File: src/hw/rtl/qrs_pkg.sv
`timescale 1ns / 1ps
`default_nettype none

package qrs_pkg;

  // Root count codes.
  localparam logic [1:0] CNT_NONE = 2'd0;
  localparam logic [1:0] CNT_ONE  = 2'd1;
  localparam logic [1:0] CNT_TWO  = 2'd2;
  localparam logic [1:0] CNT_INF  = 2'd3;

  localparam int unsigned COEF_W = 32;
  localparam int unsigned TOL_W  = 17;

  // Discriminant is below 2^65, so its square root fits in 33 bits.
  localparam int unsigned RAD_W     = 66;
  localparam int unsigned SQ_W      = 33;
  localparam int unsigned REM_W     = 37;
  localparam int unsigned SQ_STEPS  = 3;
  localparam int unsigned SQ_STAGES = SQ_W / SQ_STEPS;

  // Divider: 33 quotient bits, three per stage.
  localparam int unsigned DV_W      = 33;
  localparam int unsigned DV_STEPS  = 3;
  localparam int unsigned DV_STAGES = DV_W / DV_STEPS;

  // Numerators before the square root is folded in, and the divisor.
  typedef struct packed {
    logic [1:0]         cnt;
    logic signed [32:0] n1;
    logic signed [32:0] n2;
    logic signed [33:0] den;
  } side_t;

  typedef struct packed {
    logic [REM_W-1:0] rem;
    logic [SQ_W-1:0]  root;
  } sq_t;

  // One digit of the restoring square root.
  function automatic sq_t sq_step(sq_t st, logic [1:0] pair);
    logic [REM_W-1:0] acc;
    logic [REM_W-1:0] trial;
    sq_t              r;
    acc   = {st.rem[REM_W-3:0], pair};
    trial = {{(REM_W-SQ_W-2){1'b0}}, st.root, 2'b01};
    if (acc >= trial) begin
      r.rem  = acc - trial;
      r.root = {st.root[SQ_W-2:0], 1'b1};
    end else begin
      r.rem  = acc;
      r.root = {st.root[SQ_W-2:0], 1'b0};
    end
    return r;
  endfunction

endpackage

`default_nettype wire

File: src/hw/rtl/qrs_sqrt.sv
`timescale 1ns / 1ps
`default_nettype none

module qrs_sqrt (
  input  logic                       clk_i,
  input  logic                       rst_ni,
  input  logic                       in_valid_i,
  output logic                       in_stall_o,
  input  logic [qrs_pkg::RAD_W-1:0]  rad_i,
  input  qrs_pkg::side_t             side_i,
  output logic                       out_valid_o,
  input  logic                       out_stall_i,
  output logic [qrs_pkg::SQ_W-1:0]   root_o,
  output qrs_pkg::side_t             side_o
);
  import qrs_pkg::*;

  logic             v_q    [SQ_STAGES];
  logic [SQ_STAGES:0] en;
  logic [RAD_W-1:0] rad_q  [SQ_STAGES];
  logic [REM_W-1:0] rem_q  [SQ_STAGES];
  logic [SQ_W-1:0]  root_q [SQ_STAGES];
  side_t            side_q [SQ_STAGES];

  always_comb begin
    en[SQ_STAGES] = !out_stall_i;
    for (int k = SQ_STAGES - 1; k >= 0; k--) begin
      en[k] = !v_q[k] || en[k+1];
    end
  end

  assign in_stall_o  = !en[0];
  assign out_valid_o = v_q[SQ_STAGES-1];
  assign root_o      = root_q[SQ_STAGES-1];
  assign side_o      = side_q[SQ_STAGES-1];

  for (genvar g = 0; g < SQ_STAGES; g++) begin : g_stage
    logic             v_in;
    logic [RAD_W-1:0] rad_in, rad_nx;
    logic [REM_W-1:0] rem_in;
    logic [SQ_W-1:0]  root_in;
    side_t            side_in;
    sq_t              st_nx;

    if (g == 0) begin : g_first
      assign v_in    = in_valid_i;
      assign rad_in  = rad_i;
      assign rem_in  = '0;
      assign root_in = '0;
      assign side_in = side_i;
    end else begin : g_next
      assign v_in    = v_q[g-1];
      assign rad_in  = rad_q[g-1];
      assign rem_in  = rem_q[g-1];
      assign root_in = root_q[g-1];
      assign side_in = side_q[g-1];
    end

    always_comb begin
      st_nx.rem  = rem_in;
      st_nx.root = root_in;
      rad_nx     = rad_in;
      for (int i = 0; i < SQ_STEPS; i++) begin
        st_nx  = sq_step(st_nx, rad_nx[RAD_W-1 -: 2]);
        rad_nx = rad_nx << 2;
      end
    end

    always_ff @(posedge clk_i or negedge rst_ni) begin
      if (!rst_ni) begin
        v_q[g] <= 1'b0;
      end else if (en[g]) begin
        v_q[g] <= v_in;
      end
    end

    always_ff @(posedge clk_i) begin
      if (en[g]) begin
        rad_q[g]  <= rad_nx;
        rem_q[g]  <= st_nx.rem;
        root_q[g] <= st_nx.root;
        side_q[g] <= side_in;
      end
    end
  end

endmodule

`default_nettype wire

File: config.mk
export PLATFORM = sky130hd
export DESIGN_NAME = qrs_sqrt
export DESIGN_NICKNAME = d
export VERILOG_FILES = /design/src/hw/rtl/qrs_pkg.sv /design/src/hw/rtl/qrs_sqrt.sv
export SDC_FILE = /design/constraint.sdc
export NUM_CORES = 2
export LEC_CHECK = 0
export BUFFER_PORTS_ARGS = -buffer_cell sky130_fd_sc_hd__buf_2
export CAP_MARGIN = 20
export CORE_MARGIN = 5
export CORE_UTILIZATION = 53
export DETAILED_ROUTE_END_ITERATION = 16
export PLACE_DENSITY = 0.77
export SLEW_MARGIN = 20
export SYNTH_ARGS = -nofsm -noshare
export SYNTH_HDL_FRONTEND = slang
export SYNTH_SLANG_ARGS = --single-unit
File: constraint.sdc
create_clock -name clk_i -period 23.2 [get_ports clk_i]
set_input_delay 3.48 -clock clk_i [delete_from_list [all_inputs] [get_ports clk_i]]
set_output_delay 3.48 -clock clk_i [all_outputs]
set_load 0.01 [all_outputs]
Yosys cells after proc, flatten, opt, wreduce, memory -nomap -nowiden
Memories as Yosys holds them, arrays and structs flattened. Index checks and enable logic that the tools add are counted.

Add/sub/neg operators: 33. Order comparisons: 33. Mux-type cells: 55. Reduce and logical (&&, ||, !) cells: 24.

Operators with widths (number): $mux 68 (22); $ge 37x35->1 (32); $mux 70 (11); $sub 35x35->35 (21); $sub 37x35->37 (11); $mux 1 (22); $logic_not 1->1 (13); $logic_or 1x1->1 (11); $sub 2x1->3 const B (1); $ge 2x1->1 const B (1).

Bits in registers: 11. Bits in writable memories: 2552. Input port bits: 172. Output and inout bits: 137. Logic and storage cells: 160. Memories: 4.

Memories: side_q (depth 11, bits a word 102, rd ports 11, clocked after Yosys merged registers in 0, wr ports 11, RTL line qrs_sqrt.sv:23) `side_t side_q [SQ_STAGES];`; rad_q (depth 11, bits a word 60, rd ports 10, clocked after Yosys merged registers in 0, wr ports 11, RTL line qrs_sqrt.sv:20) `logic [RAD_W-1:0] rad_q [SQ_STAGES];`; rem_q (depth 11, bits a word 37, rd ports 10, clocked after Yosys merged registers in 0, wr ports 11, RTL line qrs_sqrt.sv:21) `logic [REM_W-1:0] rem_q [SQ_STAGES];`; root_q (depth 11, bits a word 33, rd ports 11, clocked after Yosys merged registers in 0, wr ports 11, RTL line qrs_sqrt.sv:22) `logic [SQ_W-1:0] root_q [SQ_STAGES];`.

Longest topological paths before layout
Word-level depth: 14. Depth in mapped cells: 51. Mapped depth without buffers: 46.

Least setup slack after synthesis
OpenSTA, ideal clock, no wires.

Kind: input to output. Start point: input out_stall_i. End point: output in_stall_o. Arrival time: 20.922 ns. Required time: 19.720 ns. Path slack: -1.202 ns. Stages: 8. Buffers on the path: 0. Cell sequence: and3_1 > and3_1 > nand3_1 > nor2_1 > nand3_1 > inv_1 > nand3_1 > inv_1.

Word-level cells in the longest chain between the ends: 13.

Ends and longest elaborated chain: start, declared (RTL line qrs_sqrt.sv:12) `input logic out_stall_i,`; $logic_not 1->1 (RTL line qrs_sqrt.sv:26) `en[SQ_STAGES] = !out_stall_i;`; $logic_or 1x1->1 (6 in a row) (RTL line qrs_sqrt.sv:28) `en[k] = !v_q[k] || en[k+1];`; named net en[5] (RTL line qrs_sqrt.sv:19) `logic [SQ_STAGES:0] en;`; $logic_or 1x1->1 (3 in a row) (RTL line qrs_sqrt.sv:28); named net en[2] (RTL line qrs_sqrt.sv:19); $logic_or 1x1->1 (2 in a row) (RTL line qrs_sqrt.sv:28); $logic_not 1->1 (RTL line qrs_sqrt.sv:32) `assign in_stall_o = !en[0];`; end, declared (RTL line qrs_sqrt.sv:8) `output logic in_stall_o,`.

The timed path passes the listed nets, and every way through them passes these cells.

==> results.md <==
- Status: complete, no violations
- RePlAce Congestion: 0.975
- Initial Utilization: about 53%
- Synth async-reset ratio: less than 1%
- Clk_lat worst skew: about 0.90 ns
- Initial DRT Pass Iterations: 7
- WS Path Type: register to register
- Mapped Cells: approximately 9.7k
- Share of cells above drive strength 1: just over 9%
- Synth area leader: edfxtp_1
- Initial antenna violation count: 16
- Die Area: roughly 220000 sq um
- Seq/Total Area, Yosys: around 55%
- Number of remaining DRC errors: 0
- Clock Sinks: 2011
- Setup tns final: 0 ns
- GRT overflow: 0
- Final WL: roughly 310 mm
- Avg Cell Area, Syn: roughly 11 sq um
- Hold_buf cts: 0
- Commonest cells in the netlist: edfxtp_1, nand2_1, nor2_1
- CP bufs+invs: 5
- GRT Util Overall: ~28%
- Yosys top cell area share: a little over half
- Slowest-stage cell, CP: a221oi_1
- DRT iter0 DRCs: ~8k
- Setup crit start: root_q[8][4]
- Worst Max-Slew Pin Slew: roughly 1.1 ns
- Syn Std Cell Area: about 110000 sq um
- #FFs+latches synth: 2011
- Worst Path Arrival: around 13 ns
- Max incr delay on CP: slightly above 0.9 ns
- Die width: 466 um
- Core area: 207000 sq um
- RSZ-0062 raised after global routing: false
- Average wire per standard cell: roughly 24 um
- Largest delay share family, worst path: compound AO/OA/AOI/OAI gates
- Hpwl dp: roughly 230 mm
- IO Pins: about 310
- Row count: 167
- VDD IR-drop max: 0.0875 mV
- Post-CTS setup buffers: 0
- Pwr Density: around 110 nW/um^2
- Reg-to-Reg Start: root_q[8][4]
- Startpoint Class: register
- ANT nets after route: 0
- First-pass GRT wire length: between 400 and 500 mm
- CTS Buffer Depth: 3
- Clock Skew: 0.105 ns
- Tcrit/Tclk final: 52.2%
- Critical path fanouts, max: 41
- Setup violations, final: 0
- Final net count: roughly 11k
- Max Transition Viols Final: 0
- FMAX: 0.0825 GHz
- Hold slack: approximately 0.35 ns
- Synth unique cells: around 120
- Worst hold path class: register to register
- Hold Vio Cnt, Final: 0
- PortBufs: 308
- Count leader, synth: edfxtp_1
- Pleak: about 48 nW
- Max_slew headroom: about a quarter
- CTS tree: built
- Dominant cells by area after synthesis: edfxtp_1, ha_1, xnor2_1, a21oi_1, nand2_1
- Data required, critical path: 23.79 ns
- HP Start: rad_q[5][31]
- Area occupied by multi-input gates: around 47000 sq um
- Die Ht: approximately 470 um
- Vias per cell: a little over 6
- Syn-to-layout area delta: 10.3%
- Synth warn: 0
- Pin count of the biggest net entering global routing: 140
- Register area: 60300 sq um
- Num CTS Buffers: 200
- CTS root buf: clkbuf_16
- Vias: between 80k and 90k
- Crit. End Element: register
- EDFF count, synth: approximately 2.0k
- Clk slew on worst S/H paths: about 0.07 ns
- Final Critical Period: roughly 12 ns
- Max_cap viols: 0
- Number of gates resized after cts: 0
- Fillers: about 17k
- Clock H-tree levels: 4
- Vias in the first global route: slightly below 80k
- Top FF cell, synth: edfxtp_1
## state kept, by name (all words and copies together) (netlist names)
signal / flops
root_q: 198
rad_q: 330
out_valid_o: 1
rem_q: 350
g_stage.v_in: 10
side_q: 1122
## worst paths after layout
check	to	depth (start not counted)	slack (ns)
worst max-delay path	rem_q[9][13]	40	11.08
min in group asynchronous	g_stage[8].v_in	1	2.49
worst min-delay path	rad_q[6][37]	0	0.35
worst max register to register	rem_q[9][13]	40	11.08
worst min register to register	rad_q[6][37]	0	0.35
max in group asynchronous	g_stage[5].v_in	1	20.43
## stage by stage
step	cell area, sq um	worst slack [ns]	utilization [%]	total power, mW	cells
after global routing	122000	10.47	58.7	14.4	13026
after floorplan	110000	0.902	-	8.88	9736
after CTS	122000	11.20	58.7	13.7	13022
after detailed placement	115000	11.27	55.5	10.3	12649
after global placement	115000	11.28	55.5	10.2	12649
final	122000	11.08	58.7	13.7	13032
## cell type report
cell class                      count  area share, %
Multi-Input combinational cell   7016           38.9
Inverter                          463           1.45
Clock buffer                      235           4.24
Sequential cell                  2011           49.6
Clock inverter                    138           1.29
Tap cell                         2788           2.87
Antenna cell                       10         0.0206
Timing Repair Buffer              371           1.67
## report_power, final
| group | leakage [nW] | internal, mW | switching (mW) | total [mW] |
|---|---|---|---|---|
| combinational | 24.6 | 1.72 | 3.07 | 4.78 |
| clock | 3.24 | 1.84 | 1.46 | 3.30 |
| sequential | 20.3 | 5.08 | 0.529 | 5.61 |
## cell usage in the layout (no fill, tap or decap), types with 94 or more instances in the layout
| cell type | n |
|---|---|
| nand3_1 | 258 |
| clkbuf_16 | 201 |
| o31ai_1 | 94 |
| nor4_1 | 110 |
| a21oi_1 | 708 |
| xor2_1 | 319 |
| nor3_1 | 224 |
| inv_1 | 448 |
| nand2b_1 | 124 |
| o21bai_1 | 101 |
| a21o_1 | 282 |
| o21ai_0 | 537 |
| buf_2 | 308 |
| ha_1 | 595 |
| edfxtp_1 | 2000 |
| nor2_1 | 726 |
| or3_1 | 96 |
| nand4_1 | 125 |
| nand2_1 | 745 |
| xnor2_1 | 513 |
## layer usage
layer  global-route usage, %  vias to the layer above  routed length, um
met5                       0                        -                 39
met4                    10.8                        6              13300
met3                    3.60                      602              19200
met2                    46.7                     3074             149000
met1                    37.5                    39094             130000
li1                        -                    37355                  -
## cell families (layout without fill, tap and decap cells)
| family | count (synthesis) | in the layout | share of synthesized area, % |
|---|---|---|---|
| DFF | 2011 | 2011 | 54.7 |
| xor gates and xnor gates | 833 | 833 | 6.63 |
| and+or+nand+nor | 3012 | 3012 | 13.8 |
| other | 1 | 15 | 0.00340 |
| muxes | 116 | 116 | 1.15 |
| buffers and inverters | 709 | 1207 | 2.49 |
| AOI/OAI and AO/OA | 2455 | 2455 | 14.4 |
| adders and majority gates | 595 | 595 | 6.75 |
Note: power is estimated with default switching activity, not from simulation.
